**src/rtl/core/lpfs_pkg.sv**
```systemverilog
// Types and constants of the length-prefixed frame splitter core.
package lpfs_pkg;

  typedef enum logic [1:0] {
    PH_HEADER  = 2'd0,
    PH_KIND    = 2'd1,
    PH_PAYLOAD = 2'd2
  } phase_t;

  localparam logic [1:0] ERR_NONE = 2'd0;
  localparam logic [1:0] ERR_LEN  = 2'd1;
  localparam logic [1:0] ERR_KIND = 2'd2;

  localparam logic [1:0] CFG_MAX_LEN   = 2'd0;
  localparam logic [1:0] CFG_KIND_LOW  = 2'd1;
  localparam logic [1:0] CFG_KIND_HIGH = 2'd2;

  localparam logic [31:0] MAX_LEN_RST   = 32'd1048576;
  localparam logic [7:0]  KIND_LOW_RST  = 8'd0;
  localparam logic [7:0]  KIND_HIGH_RST = 8'd255;

  localparam int CFG_IDX_W = 2;
  localparam int CFG_W     = 32;
  localparam int BYTE_W    = 8;
  localparam int USER_W    = 11;

  typedef struct packed {
    logic [7:0] payload;
    logic [7:0] kind;
    logic       has_data;
    logic       last;
    logic [1:0] err;
  } res_t;

  typedef struct packed {
    logic full;
    logic empty;
  } q_stat_t;

endpackage

```
**src/rtl/core/lpfs_front.sv**
```systemverilog
// Front end: parses the header, checks length and kind, issues result requests.
module lpfs_front (
  input  logic                                clk,
  input  logic                                rst_n,
  input  logic                                cfg_we,
  input  logic [lpfs_pkg::CFG_IDX_W-1:0]      cfg_index,
  input  logic [lpfs_pkg::CFG_W-1:0]          cfg_wdata,
  input  logic                                in_tvalid,
  output logic                                in_tready,
  input  logic [lpfs_pkg::BYTE_W-1:0]         in_tdata,
  input  lpfs_pkg::q_stat_t                   q_stat,
  output logic                                push,
  output lpfs_pkg::res_t                      push_data
);
  import lpfs_pkg::*;

  phase_t      phase_r, phase_nxt;
  logic [1:0]  hdr_idx_r, hdr_idx_nxt;
  logic [23:0] len_r, len_nxt;
  logic [31:0] bytes_left_r, bytes_left_nxt;
  logic [7:0]  cur_kind_r, cur_kind_nxt;
  logic        err_r, err_nxt;
  logic [31:0] max_len_r;
  logic [7:0]  kind_low_r;
  logic [7:0]  kind_high_r;

  logic        accept;
  logic [31:0] len_full;
  logic        len_bad;
  logic        kind_bad;
  logic        is_last;

  assign in_tready = err_r || !q_stat.full;
  assign accept    = in_tvalid && in_tready;
  assign len_full  = {len_r, in_tdata};
  assign len_bad   = (len_full == 32'd0) || (len_full > max_len_r);
  assign kind_bad  = (in_tdata < kind_low_r) || (in_tdata > kind_high_r);
  assign is_last   = (bytes_left_r <= 32'd1);

  always_ff @(posedge clk) begin
    if (!rst_n) begin
      max_len_r   <= MAX_LEN_RST;
      kind_low_r  <= KIND_LOW_RST;
      kind_high_r <= KIND_HIGH_RST;
    end else if (cfg_we) begin
      unique case (cfg_index)
        CFG_MAX_LEN:   max_len_r   <= cfg_wdata;
        CFG_KIND_LOW:  kind_low_r  <= cfg_wdata[7:0];
        CFG_KIND_HIGH: kind_high_r <= cfg_wdata[7:0];
        default: ;
      endcase
    end
  end

  always_ff @(posedge clk) begin
    if (!rst_n) begin
      phase_r      <= PH_HEADER;
      hdr_idx_r    <= 2'd0;
      len_r        <= 24'd0;
      bytes_left_r <= 32'd0;
      cur_kind_r   <= 8'd0;
      err_r        <= 1'b0;
    end else begin
      phase_r      <= phase_nxt;
      hdr_idx_r    <= hdr_idx_nxt;
      len_r        <= len_nxt;
      bytes_left_r <= bytes_left_nxt;
      cur_kind_r   <= cur_kind_nxt;
      err_r        <= err_nxt;
    end
  end

  always_comb begin
    phase_nxt      = phase_r;
    hdr_idx_nxt    = hdr_idx_r;
    len_nxt        = len_r;
    bytes_left_nxt = bytes_left_r;
    cur_kind_nxt   = cur_kind_r;
    err_nxt        = err_r;
    push           = 1'b0;
    push_data      = '{payload: 8'd0, kind: 8'd0, has_data: 1'b0, last: 1'b1, err: ERR_NONE};
    if (accept && !err_r) begin
      unique case (phase_r)
        PH_HEADER: begin
          if (hdr_idx_r != 2'd3) begin
            hdr_idx_nxt = hdr_idx_r + 2'd1;
            len_nxt     = {len_r[15:0], in_tdata};
          end else begin
            hdr_idx_nxt = 2'd0;
            if (len_bad) begin
              err_nxt       = 1'b1;
              push          = 1'b1;
              push_data.err = ERR_LEN;
            end else begin
              bytes_left_nxt = len_full - 32'd1;
              phase_nxt      = PH_KIND;
            end
          end
        end
        PH_KIND: begin
          if (kind_bad) begin
            err_nxt        = 1'b1;
            push           = 1'b1;
            push_data.kind = in_tdata;
            push_data.err  = ERR_KIND;
          end else begin
            cur_kind_nxt = in_tdata;
            if (bytes_left_r == 32'd0) begin
              phase_nxt      = PH_HEADER;
              push           = 1'b1;
              push_data.kind = in_tdata;
            end else begin
              phase_nxt = PH_PAYLOAD;
            end
          end
        end
        PH_PAYLOAD: begin
          push               = 1'b1;
          push_data.payload  = in_tdata;
          push_data.kind     = cur_kind_r;
          push_data.has_data = 1'b1;
          push_data.last     = is_last;
          if (is_last) begin
            bytes_left_nxt = 32'd0;
            phase_nxt      = PH_HEADER;
          end else begin
            bytes_left_nxt = bytes_left_r - 32'd1;
          end
        end
        default: begin
          phase_nxt = PH_HEADER;
        end
      endcase
    end
  end

endmodule

```
**src/rtl/core/lpfs_queue.sv**
```systemverilog
// Result queue between the front end and the output stage.
module lpfs_queue #(
  parameter int DEPTH = 4
) (
  input  logic               clk,
  input  logic               rst_n,
  input  logic               push,
  input  lpfs_pkg::res_t     push_data,
  input  logic               pop,
  output lpfs_pkg::res_t     pop_data,
  output lpfs_pkg::q_stat_t  q_stat
);
  import lpfs_pkg::*;

  localparam int AW = (DEPTH > 1) ? $clog2(DEPTH) : 1;
  localparam int CW = $clog2(DEPTH + 1);
  localparam logic [AW-1:0] LAST_PTR = AW'(DEPTH - 1);
  localparam logic [CW-1:0] FULL_CNT = CW'(DEPTH);

  res_t          mem [DEPTH];
  logic [AW-1:0] wr_ptr_r, wr_ptr_nxt;
  logic [AW-1:0] rd_ptr_r, rd_ptr_nxt;
  logic [CW-1:0] count_r, count_nxt;

  assign q_stat.full  = (count_r == FULL_CNT);
  assign q_stat.empty = (count_r == '0);
  assign pop_data     = mem[rd_ptr_r];

  always_comb begin
    wr_ptr_nxt = wr_ptr_r;
    rd_ptr_nxt = rd_ptr_r;
    count_nxt  = count_r;
    if (push) begin
      wr_ptr_nxt = (wr_ptr_r == LAST_PTR) ? '0 : wr_ptr_r + 1'b1;
    end
    if (pop) begin
      rd_ptr_nxt = (rd_ptr_r == LAST_PTR) ? '0 : rd_ptr_r + 1'b1;
    end
    if (push && !pop) begin
      count_nxt = count_r + 1'b1;
    end else if (pop && !push) begin
      count_nxt = count_r - 1'b1;
    end
  end

  always_ff @(posedge clk) begin
    if (!rst_n) begin
      wr_ptr_r <= '0;
      rd_ptr_r <= '0;
      count_r  <= '0;
    end else begin
      wr_ptr_r <= wr_ptr_nxt;
      rd_ptr_r <= rd_ptr_nxt;
      count_r  <= count_nxt;
    end
  end

  always_ff @(posedge clk) begin
    if (push) begin
      mem[wr_ptr_r] <= push_data;
    end
  end

endmodule

```
**src/rtl/core/lpfs_back.sv**
```systemverilog
// Output stage: takes requests from the queue into the result register.
module lpfs_back (
  input  logic                               clk,
  input  logic                               rst_n,
  input  lpfs_pkg::q_stat_t                  q_stat,
  input  lpfs_pkg::res_t                     pop_data,
  output logic                               pop,
  output logic                               out_tvalid,
  input  logic                               out_tready,
  output logic [lpfs_pkg::BYTE_W-1:0]        out_tdata,
  output logic [lpfs_pkg::USER_W-1:0]        out_tuser,
  output logic                               out_tlast
);
  import lpfs_pkg::*;

  logic valid_r, valid_nxt;
  res_t res_r;

  assign pop       = !q_stat.empty && (!valid_r || out_tready);
  assign valid_nxt = pop || (valid_r && !out_tready);

  always_ff @(posedge clk) begin
    if (!rst_n) begin
      valid_r <= 1'b0;
    end else begin
      valid_r <= valid_nxt;
    end
  end

  always_ff @(posedge clk) begin
    if (pop) begin
      res_r <= pop_data;
    end
  end

  assign out_tvalid = valid_r;
  assign out_tdata  = res_r.payload;
  assign out_tuser  = {res_r.err, res_r.has_data, res_r.kind};
  assign out_tlast  = res_r.last;

endmodule

```
**src/rtl/core/length_prefixed_frame_splitter_core.sv**
```systemverilog
// Top level of the length-prefixed frame splitter core.
//
// Input stream: one raw byte per request on in_tdata. Frames are a 4-byte
// big-endian length L, a kind byte, then L-1 payload bytes.
// Output stream: one request per payload byte; out_tuser carries the frame
// kind, a has-data flag and an error code, out_tlast marks the end of a frame.
// A frame with L=1 gives one request with has-data low and tlast high.
// A bad length or kind gives one error request, then all input is dropped
// (still accepted) until reset.
// Configuration: cfg_we with cfg_index selects max length, kind low, kind high;
// writes take effect at the next check that uses them.
// A result is written into the queue at the edge that takes its byte, and
// reaches out_tvalid through the output register.
// Throughput: one byte per cycle while in_tready is high, set by the parser in
// the front end and the single output register.
// Reset (rst_n low, synchronous) returns to header parsing and restores the
// register defaults. When out_tready is low the output register and the queue
// hold up to QUEUE_DEPTH + 1 requests, then in_tready drops until one drains.
module length_prefixed_frame_splitter_core #(
  parameter int QUEUE_DEPTH = 4
) (
  input  logic                               clk,
  input  logic                               rst_n,
  input  logic                               cfg_we,
  input  logic [lpfs_pkg::CFG_IDX_W-1:0]     cfg_index,
  input  logic [lpfs_pkg::CFG_W-1:0]         cfg_wdata,
  input  logic                               in_tvalid,
  output logic                               in_tready,
  input  logic [lpfs_pkg::BYTE_W-1:0]        in_tdata,   // [7:0] stream_byte
  output logic                               out_tvalid,
  input  logic                               out_tready,
  output logic [lpfs_pkg::BYTE_W-1:0]        out_tdata,  // [7:0] payload_byte
  output logic [lpfs_pkg::USER_W-1:0]        out_tuser,  // [7:0] frame_kind, [8] has_data,
                                                         // [10:9] error_code
  output logic                               out_tlast
);
  import lpfs_pkg::*;

  q_stat_t q_stat;
  logic    push;
  res_t    push_data;
  logic    pop;
  res_t    pop_data;

  lpfs_front u_front (
    .clk       (clk),
    .rst_n     (rst_n),
    .cfg_we    (cfg_we),
    .cfg_index (cfg_index),
    .cfg_wdata (cfg_wdata),
    .in_tvalid (in_tvalid),
    .in_tready (in_tready),
    .in_tdata  (in_tdata),
    .q_stat    (q_stat),
    .push      (push),
    .push_data (push_data)
  );

  lpfs_queue #(
    .DEPTH (QUEUE_DEPTH)
  ) u_queue (
    .clk       (clk),
    .rst_n     (rst_n),
    .push      (push),
    .push_data (push_data),
    .pop       (pop),
    .pop_data  (pop_data),
    .q_stat    (q_stat)
  );

  lpfs_back u_back (
    .clk        (clk),
    .rst_n      (rst_n),
    .q_stat     (q_stat),
    .pop_data   (pop_data),
    .pop        (pop),
    .out_tvalid (out_tvalid),
    .out_tready (out_tready),
    .out_tdata  (out_tdata),
    .out_tuser  (out_tuser),
    .out_tlast  (out_tlast)
  );

endmodule

```
**config.mk**
```make
export PLATFORM = sky130hd
export DESIGN_NAME = length_prefixed_frame_splitter_core
export DESIGN_NICKNAME = d
export VERILOG_FILES = /design/src/rtl/core/lpfs_pkg.sv /design/src/rtl/core/lpfs_front.sv /design/src/rtl/core/lpfs_queue.sv /design/src/rtl/core/lpfs_back.sv /design/src/rtl/core/length_prefixed_frame_splitter_core.sv
export SDC_FILE = /design/constraint.sdc
export NUM_CORES = 1
export LEC_CHECK = 0
export CORE_MARGIN = 8
export CORE_UTILIZATION = 64
export DETAILED_ROUTE_END_ITERATION = 8
export DONT_BUFFER_PORTS = 1
export GPL_ROUTABILITY_DRIVEN = 1
export PLACE_DENSITY = 0.91
export SETUP_SLACK_MARGIN = 0.5
export SLEW_MARGIN = 20
export SYNTH_ARGS = -nofsm -noshare
export SYNTH_HDL_FRONTEND = slang
export SYNTH_SLANG_ARGS = --single-unit
```
**constraint.sdc**
```tcl
create_clock -name clk -period 5.5 [get_ports clk]
set_clock_uncertainty 0.2 [all_clocks]
set_input_delay 0.275 -clock clk [delete_from_list [all_inputs] [get_ports clk]]
set_output_delay 0.275 -clock clk [all_outputs]
set_load 0.01 [all_outputs]
```
# --- Yosys cells after proc, flatten, opt, wreduce, memory -nomap -nowiden ---
# Memory sizes are Yosys's and may differ from the RTL's. A register that Yosys moved wholly into a read port is not among the register bits.
# Index checks and enable logic that the tools add are counted.
word_totals:
  input_bits: 47
  regBits: 125
  mem_bits_rw: 80
  elab_cells: 112
  mem_count: 1
classes:
  eq_ne: 14
  add_sub_neg: 7
  reduce_logical: 35
  n_lt_le_gt_ge: 4
  mux: 37
  n_bitwise: 1
memory_table:
  columns: ["memory", "depth", "word_bits", "rd", "rd_clocked_by_memory_dff", "write_ports", "line", "source"]
  rows:
  - ["u_queue.mem", 4, 20, 1, 1, 1, "lpfs_queue.sv:20", "res_t mem [DEPTH];"]
ops:
  columns: ["op", "n"]
  rows:
  - ["two-way mux 32 bit", 3]
  - ["zero test 32 bit", 2]
  - ["one-hot mux 32 bit (2 select lines)", 1]
  - ["subtractor 32 x 1 -> 32 bit, second input constant", 2]
  - ["greater-than comparator 32 bit", 1]
  - ["<= comparator 32 x 1 -> 1 bit, second input constant", 1]
  - ["two-way mux 8 bit", 3]
  - ["two-way mux 2 bit", 11]
  - ["two-way mux 20 bit", 1]
  - ["one-hot mux 8 bit (2 select lines)", 1]
  - ["two-way mux 1 bit", 11]
  - ["AND reduction 5 bit", 2]
  - ["== test 2 bit, second input constant", 4]
  - ["greater-than comparator 8 bit", 1]
  - ["less-than comparator 8 bit", 1]
  - ["!= test 2 bit, second input constant", 4]
  - ["AND reduction 2 bit", 4]
  - ["zero test 1 bit", 7]
  - ["adder 2 x 1 -> 2 bit, second input constant", 3]
  - ["logical AND 1 bit", 6]
  - ["two-way mux 3 bit", 2]
  - ["!= test 2 x 1 -> 1 bit, second input constant", 3]
  - ["one-hot mux 2 bit (3 select lines)", 1]
  - ["AND reduction 3 bit", 2]
  - ["other kinds (13)", 21]

# --- Logic depth before layout (Yosys ltp) ---
logic_depth:
  depth_word: 10
  mapped_depth: 16
  mapped_depth_nobuf: 14

# --- Modules after synthesis ---
# Synthesis repeated with hierarchy kept, for this count alone.
unflattened:
  hier_cells: 1111
  hier_area_um2: 11040.6
by_module_without_submodules:
  columns: ["module", "seq_area_each_um2", "instances", "area_per_inst_um2", "cells_per_inst"]
  rows:
  - ["lpfs_front", 2342.2, 1, 7053.0, 939]
  - ["lpfs_queue", 2582.5, 1, 3343.2, 148]
  - ["lpfs_back", 620.6, 1, 644.4, 24]

# --- Worst setup path before layout ---
# No wires, ideal clock.
synth_path:
  path_type: "in2reg"
  startpoint: "input in_tdata[7] (netlist name)"
  endpoint: "register u_queue.count_r[2]"
  path_slack_ns: 1.362
  required_time_ns: 5.227
  stages: 14
  t_arrival_ns: 3.865
  cell_sequence: "buf_2 -> or4_4 -> or3_4 -> or4_4 -> or4_4 -> a31oi_1 -> o311a_1 -> buf_2 -> ha_1 -> inv_1 -> fa_1 -> xor2_1 -> or3_1 -> a21oi_1"
synth_between:
  elab_chain_cells: 9
  word_cells_on_any_way: 16
  cone_classes: "order compare (3); mux (6); reduce/logical (7)"
synth_rtl:
  columns: ["item", "line", "source"]
  rows:
  - ["start, declared", "length_prefixed_frame_splitter_core.sv:29", "input logic [lpfs_pkg::BYTE_W-1:0] in_tdata,"]
  - ["greater-than comparator 32 bit or zero test 32 bit (tied branches)", "lpfs_front.sv:36", "assign len_bad = (len_full == 32'd0) || (len_full > max_len_r);"]
  - ["logical OR 1 bit", "lpfs_front.sv:36", null]
  - ["two-way mux 1 bit", "lpfs_front.sv:90", "if (len_bad) begin"]
  - ["two-way mux 1 bit", "lpfs_front.sv:85", "if (hdr_idx_r != 2'd3) begin"]
  - ["one-hot mux 1 bit (3 select lines) *", "lpfs_front.sv:83", "unique case (phase_r)"]
  - ["two-way mux 1 bit *", "lpfs_front.sv:82", "if (accept && !err_r) begin"]
  - ["named net push", "length_prefixed_frame_splitter_core.sv:40", "logic push;"]
  - ["zero test 1 bit", "lpfs_queue.sv:41", "end else if (pop && !push) begin"]
  - ["logical AND 1 bit", "lpfs_queue.sv:41", null]
  - ["nonzero test 2 bit (no source line)", null, null]
  - ["end signal, assigned", "lpfs_queue.sv:54", "count_r <= count_nxt;"]
  - ["end, declared", "lpfs_queue.sv:23", "logic [CW-1:0] count_r, count_nxt;"]
# Mark *: on every way through the listed nets, which the timed path passes. The rest lies on a longest branch.
# A chain may end at the register's enable or synchronous reset.

# --- Final worst setup path ---
layout_path:
  startpoint: "register u_front.len_r[4]"
  endpoint: "register u_queue.count_r[2]"
layout_between:
  elab_chain_cells: 9
  word_cells_on_any_way: 12
  cone_classes: "order compare (1); mux (5); reduce/logical (6)"
layout_rtl:
  columns: ["item", "line", "source"]
  rows:
  - ["start, declared", "lpfs_front.sv:19", "logic [23:0] len_r, len_nxt;"]
  - ["start signal, assigned", "lpfs_front.sv:66", "len_r <= len_nxt;"]
  - ["greater-than comparator 32 bit or zero test 32 bit (tied branches)", "lpfs_front.sv:36", null]
  - ["logical OR 1 bit *", "lpfs_front.sv:36", null]
  - ["two-way mux 1 bit *", "lpfs_front.sv:90", null]
  - ["two-way mux 1 bit *", "lpfs_front.sv:85", null]
  - ["one-hot mux 1 bit (3 select lines) *", "lpfs_front.sv:83", null]
  - ["two-way mux 1 bit *", "lpfs_front.sv:82", null]
  - ["zero test 1 bit", "lpfs_queue.sv:41", null]
  - ["logical AND 1 bit", "lpfs_queue.sv:41", null]
  - ["nonzero test 2 bit (no source line)", null, null]
# Mark *: on every way between the ends. The rest lies on a longest branch, timed or not.

==> metrics.md <==
| Metric | Value |
|---|---|
| Crit-path max FO | 9 |
| Grt ovf | 0 |
| Synthesized-area fraction occupied by adder cells | 7.014% |
| CTS tree | built |
| ANT cells | 0 |
| Sequential share of the synthesized area | 49.30% |
| Setup violators final | 0 |
| Compound-cell area share of the yosys netlist | 13.89% |
| Post-Syn Nets | 1222 |
| Setup_tns | 0 ns |
| Total power | 0.004454 W |
| # DRC | 0 |
| Warning count from the yosys run | 0 |
| CP max stage cell | or4_1 |
| Worst slew margin | 22.20% |
| Outcome | finished clean |
| Total Routing Usage GR | 27.54% |
| Minimum clock period | 4.752 ns |
| Starting Density | 65.01% |
| Critical path arrival | 5.00 ns |
| GPL Wtd Cong | 0.8656 |
| Number of unique standard cell types used by synthesis | 71 |
| Cell taking the most area after synthesis | edfxtp_1 |
| Slew Limit Fails | 0 |
| Root Buffer Master | clkbuf_16 |
| Global-route wire length before repair | 48.09 mm |
| CTS Buf Count | 23 |
| Synth Area per Inst | 10.03 um2 |
| Final #Nets | 1247 |
| WL final | 30.75 mm |
| Mean number of vias per cell | 6.628 |
| Simple-Gate Fraction of Synth Area | 16.93% |
| Critical-path cell list | or4_1, nand2b_1, or4_4, or4_4, a31oi_1, o311a_1, ha_1, inv_1, fa_1, xor2_1, or3_1, a21oi_1 |
| Cell Area, Synth | 11170 um2 |
| RSZ-0062 raised after global routing | false |
| Fin crit share | 86.40% |
| Worst-path clk slew | 0.07 ns |
| XOR/XNOR Fraction of Synth Area | 2.275% |
| Area Overhead vs Synth | 13.13% |
| Synth area leaders | edfxtp_1 27%, dfxtp_1 22%, ha_1 6.8% |
| H-tree Lvls | 1 |
| FP Rows | 48 |
| Mux cell area share after synthesis | 5.826% |
| Sink Count | 225 |
| Top cell type's share of synthesized area | 26.89% |
| Maximum vdd ir drop | 0.3007 mV |
| Vias | 9146 |
| Critical Path Source Type | register |
| Final ANT Viol Nets | 0 |
| Share of cells above drive strength 1 | 7.706% |
| Die area | 21930 um2 |
| CP max stage delay | 0.64 ns |
| PwrDens | 352.5 nW/um2 |
| CP delay by family, top | simple AND/OR/NAND/NOR gates |
| Core Area | 17180 um2 |
| Combinational family with the most area after synthesis | simple AND/OR/NAND/NOR gates |
| Ys flop type | dfxtp_1 |
| CTS Buffer Depth | 3 |
| Crit path required time | 5.75 ns |
| Max Cap Viol | 0 |
| Most frequent cells in the layout | 172 x nand2_1, 125 x dfxtp_1, 100 x edfxtp_1 |
| WP buf/inv | 1 |
| Largest net degree at the start of global routing | 110 |
| Die X | 148.1 um |
| I/O pin count | 69 |
| Type of the worst setup path | reg2reg |
| Drt pass-1 iters | 6 |
| FMAX | 210.5 MHz |
| Antenna violations before repair | 0 |
| Crit path capture type | register |
| Routed len/inst | 22.28 um |
| FFs w/ async S/R, synth | 0% |
| DP Wirelength | 18.29 mm |
| Die H | 148.1 um |
| Commonest non-fill, non-tap cell in the layout | nand2_1 |
| Vias in the first global route | 8914 |
| Input/output buffers | 0 |
| Syn Inst Count | 1113 |
| Filler cells | 1082 |
| FF+latch count, synth | 225 |
| Worst slew pin tran | 1.160 ns |
| Hold Crit Class | in2reg |
| EDFF count, synth | 100 |
| Most common cell on crit path | or4_4 |
| Final Hold Vio Count | 0 |
| LEAKAGE | 4.728 nW |
| Post-CTS resize count | 0 |
| Clk_lat worst skew | 0.52 ns |
| Iteration-0 DRC count of the detailed router | 1231 |
==> report_power, final <==
group          internal (W)  switching (W)  leakage, nW  total, W
sequential          0.00190       0.000163         1.98   0.00207
combinational      0.000279       0.000400         2.35  0.000678
clock               0.00103       0.000674        0.397   0.00171
total               0.00322        0.00124         4.73   0.00445
==> layout make-up <==
type	count	area, um2	share of cell area (%)
Multi-Input combinational cell	762	5157	40.82
Sequential cell	225	5505	43.58
Clock inverter	14	206.4	1.634
Timing Repair Buffer	64	635.6	5.031
Clock buffer	28	614.3	4.863
Inverter	62	232.7	1.842
Tap cell	225	281.5	2.228
==> cells by family after synthesis <==
family          count (synthesis)
compound gates                235
xor+xnor                       29
fa+ha+maj                      62
buf+inv                       126
flops                         225
mux                            40
simple gates                  396
==> registers in the layout, summed over array words and instances (netlist names) <==
register / count
u_back.out_tdata: 8
u_back.out_tlast: 1
u_back.out_tuser: 11
u_back.out_tvalid: 1
u_front.bytes_left_r: 32
u_front.cur_kind_r: 8
u_front.err_r: 1
u_front.hdr_idx_r: 2
u_front.kind_high_r: 8
u_front.kind_low_r: 8
u_front.len_r: 24
u_front.max_len_r: 32
u_front.phase_r: 2
u_queue.count_r: 3
u_queue.mem: 80
u_queue.rd_ptr_r: 2
u_queue.wr_ptr_r: 2
==> cell usage after synthesis (11+ instances only) <==
library cell and n:
xnor2_1 20, nand2_1 172, nor2_1 60, a21oi_1 68, clkbuf_1 49, o22ai_1 11
and3_1 12, dfxtp_1 125, ha_1 61, nor4_1 11, inv_1 61, or3_1 11
o21ai_0 32, edfxtp_1 100, mux4_2 20, o211ai_1 18, nand3_1 30, nor3_1 27
a21boi_0 38, nor2b_1 17, mux2i_1 20
==> layer usage <==
| layer | global-route usage, % | routed length, um | up-vias | part of all wire [%] |
|---|---|---|---|---|
| met5 | 0 | 0 | - | 0 |
| met1 | 31.63 | 11060 | 4283 | 36 |
| met4 | 15.40 | 1715 | 0 | 5.6 |
| met2 | 47.47 | 15220 | 660 | 49 |
| met3 | 5.409 | 2754 | 151 | 9.0 |
| li1 | - | - | 4052 | - |
==> stage by stage <==
step                hold slack, ns  cells  cell area [um2]  util, %  setup slack, ns
floorplan                   0.2110   1113            11170        -            1.362
global placement            0.1721   1283            11240    65.42            1.125
global route               0.01148   1380            12630    73.55           0.6350
detailed placement          0.1766   1283            11240    65.42            1.021
CTS                       0.002743   1380            12630    73.51           0.9817
finish                     0.01035   1380            12630    73.55           0.7483
==> repair_timing <==
| action | CTS | global route |
|---|---|---|
| buffers inserted | 0 | 0 |
| hold buffers | 55 | 0 |
| hold endpoints to repair | 139 | 0 |
| setup endpoints to repair | 0 | 0 |
==> path summary, 6_finish.rpt <==
kind / slack [ns] / cells after the start / end / startpoint
worst max-delay path: 0.75 / 12 / u_queue.count_r[2]$_SDFFE_PN0P_ / u_front.len_r[4]$_SDFFE_PN0P_
worst min-delay path: 0.01 / 2 / u_queue.mem[0][4]$_DFFE_PP_ / in_tdata[0]
worst max register to register: 0.75 / 12 / u_queue.count_r[2]$_SDFFE_PN0P_ / u_front.len_r[4]$_SDFFE_PN0P_
worst min register to register: 0.26 / 2 / u_front.max_len_r[26]$_SDFFE_PN0P_ / u_front.max_len_r[26]$_SDFFE_PN0P_
Note: power is estimated with default switching activity, not from simulation.
